### config.mk
export PLATFORM = sky130hd
export DESIGN_NAME = rgb_status_led_sequencer
export DESIGN_NICKNAME = d
export VERILOG_FILES = /design/src/rgbsls_pkg.sv /design/src/rgb_status_led_sequencer.sv /design/src/rgbsls_cfg.sv /design/src/rgbsls_core.sv
export SDC_FILE = /design/constraint.sdc
export NUM_CORES = 1
export LEC_CHECK = 0
export BUFFER_PORTS_ARGS = -buffer_cell sky130_fd_sc_hd__buf_2
export CELL_PAD_IN_SITES_DETAIL_PLACEMENT = 1
export CELL_PAD_IN_SITES_GLOBAL_PLACEMENT = 2
export CORE_UTILIZATION = 37
export DETAILED_ROUTE_END_ITERATION = 8
export HOLD_SLACK_MARGIN = 0.1
export MAX_ROUTING_LAYER = met4
export PLACE_DENSITY_LB_ADDON = 0.1
export SLEW_MARGIN = 20
export SYNTH_ARGS = -nofsm -noshare
export SYNTH_HDL_FRONTEND = slang
export SYNTH_SLANG_ARGS = --single-unit
### constraint.sdc
create_clock -name aclk -period 8.09 [get_ports aclk]
set_input_delay 1.2135 -clock aclk [delete_from_list [all_inputs] [get_ports aclk]]
set_output_delay 1.2135 -clock aclk [all_outputs]
set_load 0.05 [all_outputs]
### src/rgbsls_pkg.sv
// Shared types, command codes and constants for the RGB status LED sequencer.
package rgbsls_pkg;

    // Request kinds
    localparam logic [2:0] KIND_TICK          = 3'd0;
    localparam logic [2:0] KIND_SET_CALL      = 3'd1;
    localparam logic [2:0] KIND_CLEAR_CALL    = 3'd2;
    localparam logic [2:0] KIND_SET_CAPTURE   = 3'd3;
    localparam logic [2:0] KIND_CLEAR_CAPTURE = 3'd4;
    localparam logic [2:0] KIND_SET_ERROR     = 3'd5;
    localparam logic [2:0] KIND_SET_CUSTOM    = 3'd6;
    localparam logic [2:0] KIND_CLEAR_CUSTOM  = 3'd7;

    // Error levels
    localparam logic [1:0] ERR_NONE = 2'd0;
    localparam logic [1:0] ERR_LOW  = 2'd1;
    localparam logic [1:0] ERR_MID  = 2'd2;
    localparam logic [1:0] ERR_HIGH = 2'd3;

    // Custom blink targets
    localparam logic [1:0] TGT_RED   = 2'd0;
    localparam logic [1:0] TGT_BLUE  = 2'd1;
    localparam logic [1:0] TGT_GREEN = 2'd2;
    localparam logic [1:0] TGT_NONE  = 2'd3;

    // Bit positions in the LED level vector
    localparam logic [1:0] LED_RED_BIT   = 2'd0;
    localparam logic [1:0] LED_GREEN_BIT = 2'd1;
    localparam logic [1:0] LED_BLUE_BIT  = 2'd2;

    // Rotation phase codes: which LED lights at the next step
    localparam logic [1:0] PH_RED   = 2'd0;
    localparam logic [1:0] PH_BLUE  = 2'd1;
    localparam logic [1:0] PH_GREEN = 2'd2;
    localparam logic [1:0] PH_STUCK = 2'd3;

    // Blink delays in milliseconds
    localparam logic [15:0] CAPTURE_DELAY_MS  = 16'd500;
    localparam logic [15:0] ERR_HIGH_DELAY_MS = 16'd200;
    localparam logic [15:0] ERR_MID_DELAY_MS  = 16'd1000;
    localparam logic [15:0] ERR_LOW_DELAY_MS  = 16'd2000;

    // Register indexes
    localparam logic [1:0] REG_SEQ_DELAY     = 2'd0;
    localparam logic [1:0] REG_CUSTOM_LED    = 2'd1;
    localparam logic [1:0] REG_CUSTOM_RATE   = 2'd2;
    localparam logic [1:0] REG_CUSTOM_TOGGLE = 2'd3;

    localparam logic [15:0] SEQ_DELAY_RESET = 16'd500;

    typedef struct packed {
        logic [15:0] sequence_delay_ms;
        logic [1:0]  custom_led;
        logic [15:0] custom_rate_ms;
        logic [15:0] custom_toggles;
    } cfg_t;

    typedef struct packed {
        logic [2:0] kind;
        logic [1:0] error_level;
    } cmd_t;

    function automatic logic [1:0] tgt_to_bit(input logic [1:0] tgt);
        logic [1:0] idx;
        case (tgt)
            TGT_RED:   idx = LED_RED_BIT;
            TGT_BLUE:  idx = LED_BLUE_BIT;
            default:   idx = LED_GREEN_BIT;
        endcase
        return idx;
    endfunction

    function automatic logic [15:0] err_delay(input logic [1:0] level);
        logic [15:0] d;
        case (level)
            ERR_HIGH: d = ERR_HIGH_DELAY_MS;
            ERR_MID:  d = ERR_MID_DELAY_MS;
            default:  d = ERR_LOW_DELAY_MS;
        endcase
        return d;
    endfunction

endpackage

### src/rgb_status_led_sequencer.sv
// Top level: request register, mode core, result register and APB registers.
// Request register, then result register: the latter holds the LED levels shown on m_*.
// Throughput: one request per cycle unless m_ready stalls; the request register drains into
// the result register whenever that register is empty or being taken, so both sides overlap.
// Timing: the longest path runs through a TIME_BITS-wide subtract and compare in the core.
// Reset: aresetn is synchronous and active low; it empties both registers, clears all
// mode state and time to zero, and loads the configuration reset values.
module rgb_status_led_sequencer import rgbsls_pkg::*; #(
    parameter int TIME_BITS = 32
) (
    input  logic        aclk,
    input  logic        aresetn,
    // request channel
    input  logic        s_valid,
    output logic        s_ready,
    input  logic [2:0]  s_kind,
    input  logic [1:0]  s_error_level,
    // result channel
    output logic        m_valid,
    input  logic        m_ready,
    output logic        m_red_on,
    output logic        m_green_on,
    output logic        m_blue_on,
    // configuration port
    input  logic        psel,
    input  logic        penable,
    input  logic        pwrite,
    input  logic [3:0]  paddr,
    input  logic [31:0] pwdata,
    output logic [31:0] prdata,
    output logic        pready
);

    logic       in_valid_reg;
    cmd_t       cmd_reg;
    logic       out_valid_reg;
    logic [2:0] leds_reg;
    logic       advance;
    logic [2:0] led_next;
    cfg_t       cfg;

    // Advance the held request into the core when the result slot is free or draining
    assign advance = in_valid_reg && (!out_valid_reg || m_ready);
    assign s_ready = !in_valid_reg || advance;

    always_ff @(posedge aclk) begin
        if (!aresetn) begin
            in_valid_reg <= 1'b0;
        end else if (s_ready) begin
            in_valid_reg <= s_valid;
        end
    end

    // Capture the payload with each accepted request; hold it otherwise
    always_ff @(posedge aclk) begin
        if (s_valid && s_ready) begin
            cmd_reg.kind        <= s_kind;
            cmd_reg.error_level <= s_error_level;
        end
    end

    always_ff @(posedge aclk) begin
        if (!aresetn) begin
            out_valid_reg <= 1'b0;
        end else if (advance) begin
            out_valid_reg <= 1'b1;
        end else if (m_ready) begin
            out_valid_reg <= 1'b0;
        end
    end

    always_ff @(posedge aclk) begin
        if (advance) begin
            leds_reg <= led_next;
        end
    end

    rgbsls_cfg u_cfg (
        .aclk    (aclk),
        .aresetn (aresetn),
        .psel    (psel),
        .penable (penable),
        .pwrite  (pwrite),
        .paddr   (paddr),
        .pwdata  (pwdata),
        .prdata  (prdata),
        .pready  (pready),
        .cfg     (cfg)
    );

    rgbsls_core #(
        .TIME_BITS (TIME_BITS)
    ) u_core (
        .aclk     (aclk),
        .aresetn  (aresetn),
        .step_en  (advance),
        .cmd      (cmd_reg),
        .cfg      (cfg),
        .led_next (led_next)
    );

    assign m_valid    = out_valid_reg;
    assign m_red_on   = leds_reg[LED_RED_BIT];
    assign m_green_on = leds_reg[LED_GREEN_BIT];
    assign m_blue_on  = leds_reg[LED_BLUE_BIT];

    held_request_kept: assert property (@(posedge aclk) disable iff (!aresetn)
        (in_valid_reg && !advance) |=> (in_valid_reg && $stable(cmd_reg)))
        else $error("stalled request lost or changed");

    result_from_advance: assert property (@(posedge aclk) disable iff (!aresetn)
        $rose(out_valid_reg) |-> $past(advance))
        else $error("result appeared without a request advancing");

endmodule

### src/rgbsls_cfg.sv
// APB register file holding the sequencer configuration.
module rgbsls_cfg import rgbsls_pkg::*; (
    input  logic        aclk,
    input  logic        aresetn,
    input  logic        psel,
    input  logic        penable,
    input  logic        pwrite,
    input  logic [3:0]  paddr,
    input  logic [31:0] pwdata,
    output logic [31:0] prdata,
    output logic        pready,
    output cfg_t        cfg
);

    cfg_t cfg_reg;
    cfg_t cfg_next;
    logic wr_en;

    assign pready = 1'b1;
    assign wr_en  = psel & penable & pwrite;

    always_comb begin
        cfg_next = cfg_reg;
        if (wr_en) begin
            unique case (paddr[3:2])
                REG_SEQ_DELAY:     cfg_next.sequence_delay_ms = pwdata[15:0];
                REG_CUSTOM_LED:    cfg_next.custom_led        = pwdata[1:0];
                REG_CUSTOM_RATE:   cfg_next.custom_rate_ms    = pwdata[15:0];
                REG_CUSTOM_TOGGLE: cfg_next.custom_toggles    = pwdata[15:0];
                default: ;
            endcase
        end
    end

    always_ff @(posedge aclk) begin
        if (!aresetn) begin
            cfg_reg.sequence_delay_ms <= SEQ_DELAY_RESET;
            cfg_reg.custom_led        <= TGT_NONE;
            cfg_reg.custom_rate_ms    <= '0;
            cfg_reg.custom_toggles    <= '0;
        end else begin
            cfg_reg <= cfg_next;
        end
    end

    always_comb begin
        prdata = '0;
        unique case (paddr[3:2])
            REG_SEQ_DELAY:     prdata[15:0] = cfg_reg.sequence_delay_ms;
            REG_CUSTOM_LED:    prdata[1:0]  = cfg_reg.custom_led;
            REG_CUSTOM_RATE:   prdata[15:0] = cfg_reg.custom_rate_ms;
            REG_CUSTOM_TOGGLE: prdata[15:0] = cfg_reg.custom_toggles;
            default: ;
        endcase
    end

    assign cfg = cfg_reg;

endmodule

### src/rgbsls_core.sv
// Mode state and single-pass next-state logic for one tick or command.
module rgbsls_core import rgbsls_pkg::*; #(
    parameter int TIME_BITS = 32
) (
    input  logic       aclk,
    input  logic       aresetn,
    input  logic       step_en,
    input  cmd_t       cmd,
    input  cfg_t       cfg,
    output logic [2:0] led_next
);

    logic [TIME_BITS-1:0] now_reg, now_next;
    logic [TIME_BITS-1:0] shared_stamp_reg, shared_stamp_next;
    logic [TIME_BITS-1:0] custom_stamp_reg, custom_stamp_next;
    logic [1:0]  rotation_phase_reg, rotation_phase_next;
    logic        call_active_reg, call_active_next;
    logic        capture_active_reg, capture_active_next;
    logic        custom_active_reg, custom_active_next;
    logic [1:0]  error_level_reg, error_level_next;
    logic        capture_phase_reg, capture_phase_next;
    logic        error_phase_reg, error_phase_next;
    logic        custom_phase_reg, custom_phase_next;
    logic [15:0] toggles_done_reg, toggles_done_next;
    logic [2:0]  led_levels_reg, led_levels_next;

    logic [TIME_BITS-1:0] now_inc;
    logic [TIME_BITS-1:0] el_shared;
    logic [TIME_BITS-1:0] el_custom;
    logic                 rot_fire;
    logic                 cap_fire;

    assign now_inc   = now_reg + 1'b1;
    assign el_shared = now_inc - shared_stamp_reg;
    assign el_custom = now_inc - custom_stamp_reg;

    always_comb begin
        now_next            = now_reg;
        shared_stamp_next   = shared_stamp_reg;
        custom_stamp_next   = custom_stamp_reg;
        rotation_phase_next = rotation_phase_reg;
        call_active_next    = call_active_reg;
        capture_active_next = capture_active_reg;
        custom_active_next  = custom_active_reg;
        error_level_next    = error_level_reg;
        capture_phase_next  = capture_phase_reg;
        error_phase_next    = error_phase_reg;
        custom_phase_next   = custom_phase_reg;
        toggles_done_next   = toggles_done_reg;
        led_levels_next     = led_levels_reg;
        rot_fire            = 1'b0;
        cap_fire            = 1'b0;

        if (step_en) begin
            unique case (cmd.kind)
                KIND_TICK: begin
                    now_next = now_inc;

                    // Rotation; a firing step restamps and keeps the later shared modes from firing this tick
                    if (call_active_reg && rotation_phase_reg != PH_STUCK &&
                        el_shared > TIME_BITS'(cfg.sequence_delay_ms)) begin
                        rot_fire          = 1'b1;
                        shared_stamp_next = now_inc;
                        led_levels_next   = '0;
                        case (rotation_phase_reg)
                            PH_RED: begin
                                led_levels_next[LED_RED_BIT] = 1'b1;
                                rotation_phase_next          = PH_BLUE;
                            end
                            PH_BLUE: begin
                                led_levels_next[LED_BLUE_BIT] = 1'b1;
                                rotation_phase_next           = PH_GREEN;
                            end
                            default: begin
                                led_levels_next[LED_GREEN_BIT] = 1'b1;
                                rotation_phase_next            = PH_RED;
                            end
                        endcase
                    end

                    if (capture_active_reg && !rot_fire &&
                        el_shared > TIME_BITS'(CAPTURE_DELAY_MS)) begin
                        cap_fire                       = 1'b1;
                        led_levels_next[LED_GREEN_BIT] = capture_phase_reg;
                        capture_phase_next             = ~capture_phase_reg;
                        shared_stamp_next              = now_inc;
                    end

                    if (error_level_reg == ERR_NONE) begin
                        if (error_phase_reg) begin
                            error_phase_next             = 1'b0;
                            led_levels_next[LED_RED_BIT] = 1'b0;
                        end
                    end else if (!rot_fire && !cap_fire &&
                                 el_shared > TIME_BITS'(err_delay(error_level_reg))) begin
                        led_levels_next[LED_RED_BIT] = error_phase_reg;
                        error_phase_next             = ~error_phase_reg;
                        shared_stamp_next            = now_inc;
                    end

                    if (custom_active_reg) begin
                        if (cfg.custom_led == TGT_NONE) begin
                            toggles_done_next = '0;
                            custom_phase_next = 1'b0;
                        end else if (el_custom > TIME_BITS'(cfg.custom_rate_ms) &&
                                     toggles_done_reg < cfg.custom_toggles) begin
                            led_levels_next[tgt_to_bit(cfg.custom_led)] = custom_phase_reg;
                            custom_phase_next = ~custom_phase_reg;
                            toggles_done_next = toggles_done_reg + 16'd1;
                            custom_stamp_next = now_inc;
                        end
                    end
                end
                KIND_SET_CALL:   call_active_next = 1'b1;
                KIND_CLEAR_CALL: begin
                    call_active_next = 1'b0;
                    led_levels_next  = '0;
                end
                KIND_SET_CAPTURE:   capture_active_next = 1'b1;
                KIND_CLEAR_CAPTURE: begin
                    capture_active_next = 1'b0;
                    led_levels_next     = '0;
                end
                KIND_SET_ERROR:  error_level_next   = cmd.error_level;
                KIND_SET_CUSTOM: custom_active_next = 1'b1;
                KIND_CLEAR_CUSTOM: begin
                    custom_active_next = 1'b0;
                    led_levels_next    = '0;
                end
                default: ;
            endcase
        end
    end

    always_ff @(posedge aclk) begin
        if (!aresetn) begin
            now_reg            <= '0;
            shared_stamp_reg   <= '0;
            custom_stamp_reg   <= '0;
            rotation_phase_reg <= PH_RED;
            call_active_reg    <= 1'b0;
            capture_active_reg <= 1'b0;
            custom_active_reg  <= 1'b0;
            error_level_reg    <= ERR_NONE;
            capture_phase_reg  <= 1'b0;
            error_phase_reg    <= 1'b0;
            custom_phase_reg   <= 1'b0;
            toggles_done_reg   <= '0;
            led_levels_reg     <= '0;
        end else begin
            now_reg            <= now_next;
            shared_stamp_reg   <= shared_stamp_next;
            custom_stamp_reg   <= custom_stamp_next;
            rotation_phase_reg <= rotation_phase_next;
            call_active_reg    <= call_active_next;
            capture_active_reg <= capture_active_next;
            custom_active_reg  <= custom_active_next;
            error_level_reg    <= error_level_next;
            capture_phase_reg  <= capture_phase_next;
            error_phase_reg    <= error_phase_next;
            custom_phase_reg   <= custom_phase_next;
            toggles_done_reg   <= toggles_done_next;
            led_levels_reg     <= led_levels_next;
        end
    end

    assign led_next = led_levels_next;

    rotation_phase_legal: assert property (@(posedge aclk) disable iff (!aresetn)
        rotation_phase_reg != PH_STUCK)
        else $error("rotation phase reached unused code");

    toggle_count_steps: assert property (@(posedge aclk) disable iff (!aresetn)
        (toggles_done_reg != $past(toggles_done_reg)) |->
            (toggles_done_reg == 16'($past(toggles_done_reg) + 16'd1) ||
             toggles_done_reg == 16'd0))
        else $error("custom toggle count jumped");

endmodule

==> results.toml <==
[status]
status = "completed"

[logic_synthesis]
ys_ff_latch = 185
synthArstFlopShare_pct = 0
synth_most_common_cell = "nand2_1"
synth.distinct_cells = 92
synth_top_cells_by_count = "nand2_1 (291), dfxtp_1 (177), a21oi_1 (153)"
synth_edf_count = 8
yosysSeqAreaShare_pct = 26.7
netlist.area_leader.share_pct = 25.0
netlist_area_sq_um = 14100
synthFlopType = "dfxtp_1"
yosysWarnings = 0
synth_top_area_cell = "dfxtp_1"
avgSynthCellArea_sq_um = 7.65
synthTopCellsByArea = "dfxtp_1 (25%), ha_1 (10%), nand2_1 (7.7%)"
syn_inst = 1850

[placement]
dpl.hpwl_um = 35800
io_buffers = 50
routabilityCongestion = 0.883

[floorplan]
io_pins = 86
die_width_um = 198
core-area_sq_um = 37700
rows = 71
die_h_um = 198
initial_utilization_pct = 37.6
die_area_sq_um = 39000

[worst_setup_path]
worstPathMaxFanout = 33
slowest_delay_ns = 0.68
critPathLaunchType = "register"
rr_worst_depth = 28
path_depth = 28
cp_slowest_cell = "a2111oi_4"
worstPathRequired_ns = 8.39
r2r_slack_ns = 0.71
critPathCaptureType = "register"
worstPathArrival_ns = 7.68
crit_family = "simple AND/OR/NAND/NOR gates"
rr_startpoint = "u_core.now_reg[0]"
cp_num_buf_inv = 2
crit_type = "register to register"
regToRegEndpoint = "u_core.custom_stamp_reg[18]"
cpMostUsedCell = "ha_1"

[clock_tree]
postCtsSetupRepairBufs = 0
cts_resized = 0
cts_root_buf = "clkbuf_16"
cts_buffer_depth = 2
cts.sinks = 185
cts_tree = "done"
cts_made_buffers = 17
h-tree-depth = 4
worstSkewPairLatency_ns = 0.47
clkSlewWorstSetupHoldPaths_ns = 0.07
ctsHoldBuffers = 0

[sta]
drv_slew = 0
max_slew.worst_pin.slew_ns = 0.969
finalCriticalPeriod_ns = 7.38
finalSetupViolCount = 0
setup-tns-final_ns = 0
hold_viol_final = 0
timing.fmax_mhz = 136
skew_ns = 0.0172
period_share_pct = 91.2
slew_headroom_pct = 35.2
rsz0062_at_grt = "no"
hold_ws_ns = 0.455

[global_routing]
track_usage_pct = 24.5
grt_max_degree = 69
grt_pass1_vias = 12944
antenna_found_initial = 1
grt_pass1_wl_um = 72300
grt-ovfl-total = 0

[detailed_routing]
viasPerCell = 5.46
wirelength_um = 45200
drc = 0
vias = 12989
firstDrtPassIters = 4
drt_iter0_markers = 632
antenna_left = 0
wl_per_cell_um = 19.0

[final_layout]
final_nets = 2024
area_growth_pct = 8.43
largest_reg_flops = 50
nFillCells = 4682
layout-drive-gt1-share_pct = 8.08

[worst_hold_path]
min_path_cells = 2
hold_start = "u_cfg.cfg[21]"
min_to = "u_cfg.cfg[21]"
hold_class = "register to register"

[flow_run]
drv_cap = 0

[pwr]
p_per_area_nw_per_um2 = 126
ir_drop_mv = 0.150
p_leak_nw = 6.25
report_power, final:
part | switching, mW | internal [mW] | total (mW)
Combinational | 0.117 | 0.0438 | 0.161
Clock | 0.411 | 0.433 | 0.844
Sequential | 0.00759 | 0.923 | 0.931
Total | 0.536 | 1.40 | 1.94
area by class of cell:
class	instances	area [sq um]	area share, %
Antenna cell	1	2.50	0.0163
Clock buffer	18	429	2.80
Timing Repair Buffer	80	500	3.26
Tap cell	511	639	4.17
Multi-Input combinational cell	1434	9330	60.8
Inverter	139	524	3.42
Sequential cell	185	3780	24.7
Clock inverter	13	138	0.897
routing by layer:
layer  vias up  part of all wire [%]  track usage, %
li1       6488                     -               -
met1      6315                    53            35.2
met2       158                    43            36.4
met3        28                   2.9            2.70
met4         0                   1.3            5.89
met5         -                     0               -
kinds of logic after synthesis:
family	share of synthesized area (%)
XOR/XNOR	6.06
other	0.0531
flip-flops	26.7
AO/OA/AOI/OAI	20.9
AND/OR/NAND/NOR	22.4
multiplexers	5.31
buffers and inverters	7.86
adder cells (fa/ha/maj)	10.6
stage by stage:
step / instance area (sq um) / setup WS, ns / std cells / power, mW / util (%)
floorplan: 14200 / 2.47 / 1865 / 1.07 / -
global placement: 14800 / 0.841 / 2349 / 1.11 / 39.2
global route: 15300 / 0.138 / 2381 / 2.01 / 40.7
finish: 15300 / 0.710 / 2381 / 1.94 / 40.7
detailed placement: 14800 / 0.658 / 2349 / 1.11 / 39.2
CTS: 15300 / 0.637 / 2380 / 1.96 / 40.7
how the worst max path moves through the flow:
stage | start | end | slack, ns
2_1_floorplan | u_core.now_reg[0] | u_core.toggles_done_reg[15] | 2.47
3_3_place_gp | u_core.now_reg[0] | u_core.custom_stamp_reg[20] | 0.84
3_5_place_dp | u_core.now_reg[0] | u_core.custom_stamp_reg[3] | 0.66
4_1_cts | u_core.now_reg[0] | u_core.custom_stamp_reg[17] | 0.64
5_1_grt | u_core.now_reg[0] | u_core.custom_stamp_reg[30] | 0.14
6_report | u_core.now_reg[0] | u_core.custom_stamp_reg[18] | 0.71
worst min-delay path: cells and delay by family (launching register included):
kind	cells	cell delay [ns]
DFF	1	0.31
and+or+nand+nor	1	0.05
AOI/OAI and AO/OA	1	0.05
cells in the final DEF, fill, tap and decap left out, drive strengths merged, types with 9 or more instances in the layout:
cell | netlist | layout
a211oi | 17 | 17
a21o | 26 | 26
a21oi | 153 | 153
a22o | 18 | 18
a31oi | 10 | 10
and2 | 21 | 21
and3 | 17 | 17
and4 | 9 | 9
buf | 34 | 80
clkbuf | 72 | 18
conb | 2 | 17
dfxtp | 177 | 177
ha | 117 | 117
inv | 139 | 146
mux2i | 65 | 65
nand2 | 291 | 291
nand2b | 21 | 21
nand3 | 43 | 43
nand4 | 35 | 35
nor2 | 143 | 143
nor2b | 9 | 9
nor3 | 29 | 29
nor4 | 9 | 9
o211ai | 27 | 27
o21a | 14 | 14
o21ai | 92 | 92
o31ai | 15 | 15
or3 | 18 | 18
xnor2 | 45 | 45
xor2 | 52 | 52
No activity file was read; power rests on OpenSTA's default activity.
